[config.mk]
export PLATFORM = sky130hd
export DESIGN_NAME = hex_servo_command_decoder_flat
export DESIGN_NICKNAME = d
export VERILOG_FILES = /design/src/hw/rtl/hsc_pkg.sv /design/src/hw/rtl/hsc_if.sv /design/src/hw/rtl/hex_servo_command_decoder.sv /design/src/hw/rtl/hsc_history.sv /design/src/hw/rtl/hsc_decode.sv /design/src/hw/rtl/hsc_out_stage.sv /design/src/flat_wrapper.sv
export SDC_FILE = /design/constraint.sdc
export NUM_CORES = 1
export LEC_CHECK = 0
export ABC_AREA = 1
export BUFFER_PORTS_ARGS = -buffer_cell sky130_fd_sc_hd__buf_2
export CAP_MARGIN = 20
export CORE_ASPECT_RATIO = 0.6
export CORE_MARGIN = 2
export CORE_UTILIZATION = 59
export CTS_CLUSTER_DIAMETER = 120
export DETAILED_ROUTE_END_ITERATION = 12
export MAX_ROUTING_LAYER = met4
export PLACE_DENSITY = 0.8
export SLEW_MARGIN = 5
export SYNTH_ARGS = -nofsm -noshare
export SYNTH_HDL_FRONTEND = slang
export SYNTH_HIERARCHICAL = 1
export SYNTH_SLANG_ARGS = --single-unit
[constraint.sdc]
create_clock -name clk -period 2.5 [get_ports clk]
set_clock_uncertainty 0.1 [all_clocks]
set_input_delay 0.375 -clock clk [delete_from_list [all_inputs] [get_ports clk]]
set_output_delay 0.375 -clock clk [all_outputs]
set_load 0.05 [all_outputs]
[src/hw/rtl/hsc_pkg.sv]
`timescale 1ns / 1ps
// ----------------------------------------------------------------------------
// hsc_pkg: shared types and constants for the hex servo command decoder
// Character codes, history depth, servo count and the hex digit decode.
// ----------------------------------------------------------------------------
package hsc_pkg;

    // Number of servo channels; an index at or above this is dropped
    localparam int NUM_SERVOS = 8;

    // Depth of the received byte history
    localparam int HIST_DEPTH = 5;

    // Character codes
    localparam logic [7:0] CHAR_NEWLINE = 8'h0A;
    localparam logic [7:0] CHAR_0       = 8'h30;
    localparam logic [7:0] CHAR_9       = 8'h39;
    localparam logic [7:0] CHAR_UC_A    = 8'h41;
    localparam logic [7:0] CHAR_UC_F    = 8'h46;
    localparam logic [7:0] CHAR_LC_A    = 8'h61;
    localparam logic [7:0] CHAR_LC_F    = 8'h66;
    localparam logic [3:0] DIGIT_TEN    = 4'hA;

    typedef logic [7:0] byte_t;

    // Entry 0 holds the oldest byte, entry HIST_DEPTH-1 the newest
    typedef byte_t [HIST_DEPTH-1:0] hist_t;

    // One servo update
    typedef struct packed {
        logic [3:0]  servo_index;
        logic [15:0] servo_position;
    } result_t;

    // Hex character to digit value; anything that is not hex reads as 0
    function automatic logic [3:0] hex_value(input byte_t ch);
        logic [7:0] diff;
        begin
            diff = 8'h00;
            if (ch >= CHAR_0 && ch <= CHAR_9)
            begin
                diff = ch - CHAR_0;
                hex_value = diff[3:0];
            end
            else if (ch >= CHAR_UC_A && ch <= CHAR_UC_F)
            begin
                diff = ch - CHAR_UC_A;
                hex_value = diff[3:0] + DIGIT_TEN;
            end
            else if (ch >= CHAR_LC_A && ch <= CHAR_LC_F)
            begin
                diff = ch - CHAR_LC_A;
                hex_value = diff[3:0] + DIGIT_TEN;
            end
            else
            begin
                hex_value = 4'h0;
            end
        end
    endfunction

endpackage

[src/hw/rtl/hsc_if.sv]
`timescale 1ns / 1ps
// ----------------------------------------------------------------------------
// hsc_if: valid/ready channels of the hex servo command decoder
// Byte request channel in, servo update request channel out.
// ----------------------------------------------------------------------------
interface hsc_rx_if;
    logic             valid;
    logic             ready;
    hsc_pkg::byte_t   rx_byte;

    modport source (output valid, output rx_byte, input ready);
    modport sink   (input valid, input rx_byte, output ready);
endinterface

interface hsc_cmd_if;
    logic        valid;
    logic        ready;
    logic [3:0]  servo_index;
    logic [15:0] servo_position;

    modport source (output valid, output servo_index, output servo_position, input ready);
    modport sink   (input valid, input servo_index, input servo_position, output ready);
endinterface

[src/hw/rtl/hex_servo_command_decoder.sv]
`timescale 1ns / 1ps
// Latency: a newline byte's servo update is valid the cycle after it is taken.
// Throughput: one byte per cycle; a byte is taken every cycle the result
// register is empty or being emptied, and a stalled update holds off input.
// Reset: asynchronous; clears the byte history to zero bytes and empties the
// result register.
// ----------------------------------------------------------------------------
// hex_servo_command_decoder: serial hex servo command decoder
// Keeps the last five received bytes and emits a servo update on newline.
// ----------------------------------------------------------------------------
module hex_servo_command_decoder (
    input  logic        clk,
    input  logic        rst_n,
    hsc_rx_if.sink      rx,
    hsc_cmd_if.source   cmd
);

    logic              space;
    logic              take;
    logic              cmd_hit;
    hsc_pkg::hist_t    history;
    hsc_pkg::result_t  decoded;

    // Input request handshake
    assign rx.ready = space;
    assign take     = rx.valid && space;

    hsc_history u_history (
        .clk      (clk),
        .rst_n    (rst_n),
        .shift_en (take),
        .new_byte (rx.rx_byte),
        .history  (history)
    );

    hsc_decode u_decode (
        .rx_byte (rx.rx_byte),
        .history (history),
        .cmd_hit (cmd_hit),
        .cmd     (decoded)
    );

    hsc_out_stage u_out_stage (
        .clk       (clk),
        .rst_n     (rst_n),
        .load      (take && cmd_hit),
        .load_data (decoded),
        .space     (space),
        .cmd       (cmd)
    );

`ifndef ASSERT_OFF
    // A new update appears only right after a newline was taken
    a_rise_after_newline: assert property (@(posedge clk) disable iff (!rst_n)
        $rose(cmd.valid) |-> $past(rx.valid && rx.ready &&
                                   rx.rx_byte == hsc_pkg::CHAR_NEWLINE))
        else $error("update without newline");

    // Every update addresses an existing servo
    a_index_range: assert property (@(posedge clk) disable iff (!rst_n)
        cmd.valid |-> ({1'b0, cmd.servo_index} < 5'(hsc_pkg::NUM_SERVOS)))
        else $error("servo index out of range");

    // A stalled update blocks further input
    a_stall_blocks_input: assert property (@(posedge clk) disable iff (!rst_n)
        (cmd.valid && !cmd.ready) |-> !rx.ready)
        else $error("input taken while update stalled");
`endif

endmodule

[src/hw/rtl/hsc_history.sv]
`timescale 1ns / 1ps
// ----------------------------------------------------------------------------
// hsc_history: received byte history
// Shift register of the last bytes taken; every accepted byte shifts in.
// ----------------------------------------------------------------------------
module hsc_history (
    input  logic            clk,
    input  logic            rst_n,
    input  logic            shift_en,
    input  hsc_pkg::byte_t  new_byte,
    output hsc_pkg::hist_t  history
);

    hsc_pkg::hist_t hist_reg;
    hsc_pkg::hist_t hist_next;

    // Drop the oldest entry, append the new byte at the newest end
    always_comb
    begin
        hist_next = hist_reg;
        if (shift_en)
        begin
            for (int i = 0; i < hsc_pkg::HIST_DEPTH - 1; i++)
            begin
                hist_next[i] = hist_reg[i+1];
            end
            hist_next[hsc_pkg::HIST_DEPTH-1] = new_byte;
        end
    end

    // History reads as zero bytes until filled
    always_ff @(posedge clk or negedge rst_n)
    begin
        if (!rst_n)
        begin
            hist_reg <= '0;
        end
        else
        begin
            hist_reg <= hist_next;
        end
    end

    assign history = hist_reg;

endmodule

[src/hw/rtl/hsc_decode.sv]
`timescale 1ns / 1ps
// ----------------------------------------------------------------------------
// hsc_decode: command line decode
// On a newline, turns the five history bytes into index and position and
// flags whether the index addresses an existing servo.
// ----------------------------------------------------------------------------
module hsc_decode (
    input  hsc_pkg::byte_t   rx_byte,
    input  hsc_pkg::hist_t   history,
    output logic             cmd_hit,
    output hsc_pkg::result_t cmd
);

    logic [3:0] index_digit;
    logic [4:0] servo_limit;

    assign servo_limit = 5'(hsc_pkg::NUM_SERVOS);

    // Oldest byte is the index, the next four the position, MSB first
    assign index_digit = hsc_pkg::hex_value(history[0]);

    always_comb
    begin
        cmd.servo_index    = index_digit;
        cmd.servo_position = {hsc_pkg::hex_value(history[1]),
                              hsc_pkg::hex_value(history[2]),
                              hsc_pkg::hex_value(history[3]),
                              hsc_pkg::hex_value(history[4])};
    end

    // Update only on newline with an index below the servo count
    assign cmd_hit = (rx_byte == hsc_pkg::CHAR_NEWLINE) &&
                     ({1'b0, index_digit} < servo_limit);

endmodule

[src/hw/rtl/hsc_out_stage.sv]
`timescale 1ns / 1ps
// ----------------------------------------------------------------------------
// hsc_out_stage: result register
// Holds one servo update request until the consumer takes it.
// ----------------------------------------------------------------------------
module hsc_out_stage (
    input  logic              clk,
    input  logic              rst_n,
    input  logic              load,
    input  hsc_pkg::result_t  load_data,
    output logic              space,
    hsc_cmd_if.source         cmd
);

    logic              valid_reg;
    logic              valid_next;
    hsc_pkg::result_t  data_reg;

    // Room when empty or when the held request leaves this cycle
    assign space = !valid_reg || cmd.ready;

    always_comb
    begin
        valid_next = valid_reg;
        if (load)
        begin
            valid_next = 1'b1;
        end
        else if (cmd.ready)
        begin
            valid_next = 1'b0;
        end
    end

    always_ff @(posedge clk or negedge rst_n)
    begin
        if (!rst_n)
        begin
            valid_reg <= 1'b0;
        end
        else
        begin
            valid_reg <= valid_next;
        end
    end

    // Payload needs no reset
    always_ff @(posedge clk)
    begin
        if (load)
        begin
            data_reg <= load_data;
        end
    end

    assign cmd.valid          = valid_reg;
    assign cmd.servo_index    = data_reg.servo_index;
    assign cmd.servo_position = data_reg.servo_position;

endmodule
[src/flat_wrapper.sv]
// flat-port wrapper written by rule: the top's interface ports become plain ports
module hex_servo_command_decoder_flat 
  (clk, rst_n, rx_valid, rx_rx_byte, rx_ready, cmd_valid, cmd_servo_index, cmd_servo_position, cmd_ready);
  hsc_rx_if rx_i ();
  hsc_cmd_if cmd_i ();
  input  logic clk;
  input  logic rst_n;
  input wire logic [$bits(rx_i.valid)-1:0] rx_valid;
  input wire logic [$bits(rx_i.rx_byte)-1:0] rx_rx_byte;
  output wire logic [$bits(rx_i.ready)-1:0] rx_ready;
  output wire logic [$bits(cmd_i.valid)-1:0] cmd_valid;
  output wire logic [$bits(cmd_i.servo_index)-1:0] cmd_servo_index;
  output wire logic [$bits(cmd_i.servo_position)-1:0] cmd_servo_position;
  input wire logic [$bits(cmd_i.ready)-1:0] cmd_ready;
  assign rx_i.valid = rx_valid;
  assign rx_i.rx_byte = rx_rx_byte;
  assign rx_ready = rx_i.ready;
  assign cmd_valid = cmd_i.valid;
  assign cmd_servo_index = cmd_i.servo_index;
  assign cmd_servo_position = cmd_i.servo_position;
  assign cmd_i.ready = cmd_ready;
  hex_servo_command_decoder u_core (.clk(clk), .rst_n(rst_n), .rx(rx_i), .cmd(cmd_i));
endmodule
==> flow_summary.ini <==
[timing]
slew_viol_final = 0
max-slew-margin-rel_pct = 38.94
fmax_mhz = 488.7
period_share_pct = 81.85
setup_tns_ps = 0
setup_viol = 0
hold_viol_final = 0
rsz0062_at_grt = no
fin_crit_ps = 2046
worst_pin_slew_ps = 915.9

[clock_tree]
cts_max_level = 3
ctsResizeCount = 0
cts_buffers = 9
hold_buffers = 0
clockRootBuffer = clkbuf_8
clock_latency_ps = 330
cts_tree = built
clkTransAtPathRegs_ps = 70
post-cts-setup-buffer-count = 0
clock_path_buffers = 2
clkSinkCount = 61

[worst_setup_path]
crit_required_ps = 2430
path_buf_inv = 2
cpMostUsedCell = nor2_1
startpoint_type = flop
max_stage_delay_ps = 450
cp.arrival_ps = 1970
criticalPathCategory = flop to flop
cp_slowest_cell = dfrtp_1
worstSetupEndpointType = flop
critPathMaxFanout = 12
path_cells = ha_1, nor2_1, nand3_1, nand3_2, o21ai_2, nor2_1, inv_1, nor2_2, buf_4
path_delay_family = simple AND/OR/NAND/NOR gates

[yosys]
synth_common_cells = nand2_1, dfrtp_1, inv_1
syn_area_mm2 = 0.003261
async_flop_share_pct = 67.21
synthXorXnorAreaFrac_pct = 0
synth_cell_types = 24
synth.area.top_cells = dfrtp_1, edfxtp_1, nand2_1, ha_1, nand2_2
yosysMostFrequentCell = nand2_1
synthCells = 376
ys_ff_latch = 61
ys.flop_type = dfrtp_1
synth-compound-area-share_pct = 3.837
yosysWarnings = 6
synthMuxAreaShare_pct = 0
synth_top_cell_area_share_pct = 31.47
synth_top_family_by_area = simple AND/OR/NAND/NOR gates
synth-simple-area-share_pct = 32.23
ys_seq_area_share_pct = 49.88
synthAdderAreaFrac_pct = 5.756
synth_edf_count = 20
synth.largest_area_cell = dfrtp_1
avgSynthCellArea_um2 = 8.672
syn_nets = 403

[die]
num_rows = 20
fp.dieW_um = 99.97
die_area_mm2 = 0.006157
core_mm2 = 0.005180
fp.dieH_um = 61.59
ios = 34
initial_core_util_pct = 62.95

[layout]
fin_util_pct = 69.32
largest_reg_flops = 40
area_growth_pct = 10.13
final_area_mm2 = 0.003591
final_nets = 442
drive_above_1_share_pct = 23.81
diodes = 0

[global_route]
grt_pass1_vias = 2302
antenna_found_initial = 0
grt_overflow = 0
grt_max_degree = 42
grt_pass1_wl_mm = 10.40
grt_usage_pct = 23.31

[pwr]
power_leakage_nw = 1.841
peakVddDrop_mv = 0.4036
powerDensity_mw_per_mm2 = 656.9

[place]
place_congestion = 0.8882
port_buffers = 33
postPlaceCellArea_mm2 = 0.003418
dp_hpwl_mm = 4.525

[route]
first_iter_violations = 192
drc_errors = 0
via_per_inst = 5.134
vias = 2495
ant_nets = 0
wirelength_mm = 6.218
drt_first_pass_iters = 4
wl_per_cell_um = 12.79

[flow_run]
max_cap_violations = 0

[status]
status = completed

[worst_hold_path]
holdCritPathClass = input port to asynchronous set/reset pin
## final timing paths
check | depth (start not counted) | slack [ps] | from | to
worst max-delay path | 9 | 450 | u_core/u_history/history[0]$_DFFE_PN0P_ | u_core/u_out_stage/cmd.servo_position[8]$_DFFE_PP_
worst min-delay path | 1 | 80 | rst_n | u_core/u_history/history[35]$_DFFE_PN0P_
worst max register to register | 9 | 450 | u_core/u_history/history[0]$_DFFE_PN0P_ | u_core/u_out_stage/cmd.servo_position[8]$_DFFE_PP_
worst min register to register | 2 | 400 | u_core/u_history/history[5]$_DFFE_PN0P_ | u_core/u_history/history[5]$_DFFE_PN0P_
max in group asynchronous | 1 | 1650 | rst_n | u_core/u_history/history[18]$_DFFE_PN0P_
min in group clk | 3 | 160 | rx_rx_byte[2] | u_core/u_history/history[34]$_DFFE_PN0P_
## cells in the final DEF (no fill, tap or decap), drive strengths merged, types with 2 or more instances in the layout
cell type / Yosys / layout
nand2: 179 / 179
dfrtp: 41 / 41
inv: 38 / 38
buf: 5 / 37
nor2: 25 / 25
nand3: 21 / 21
edfxtp: 20 / 20
ha: 15 / 15
o21ai: 15 / 15
clkbuf: 4 / 14
a21oi: 5 / 5
nor3: 5 / 5
clkinv: 0 / 2
nor4: 2 / 2
## stage by stage
step	power (W)	worst slack [ps]	cells	hold slack, ps
floorplan	0.001516	294.2	376	-20.59
global placement	0.001588	581.5	470	373.8
detailed placement	0.001610	487.2	470	378.3
CTS	0.002378	471.3	486	99.00
global route	0.002492	322.8	486	146.4
finish	0.002359	453.8	486	76.92
## per-layer routing
layer  vias to the layer above  routed length [um]  GRT usage, %
li1                       1252                   -             -
met1                      1168                2971         30.29
met2                        69                2830         36.78
met3                         6                 363         7.151
met4                         0                  53         5.284
met5                         -                   0             -
## power breakdown
group	switching [W]	internal [W]	leakage [nW]
registers	0.000117	0.00111	0.706
clock network	0.000352	0.000412	0.0905
logic	0.000228	0.000136	1.04
## cells by family after synthesis
logic type	after synthesis
adder cells (fa/ha/maj)	15
AND/OR/NAND/NOR	232
flip-flops	61
AO/OA/AOI/OAI	21
buffers and inverters	47
## final cells by class
cell class / instances / area, um2
timing repair buffer: 37 / 195.2
fill: 409 / 1589
multi-input combinational: 268 / 1364
clock buffer: 14 / 162.7
clock inverter: 2 / 10.01
tap: 66 / 82.58
inverter: 38 / 150.1
sequential: 61 / 1627
Power figures use the tool's default switching activity.
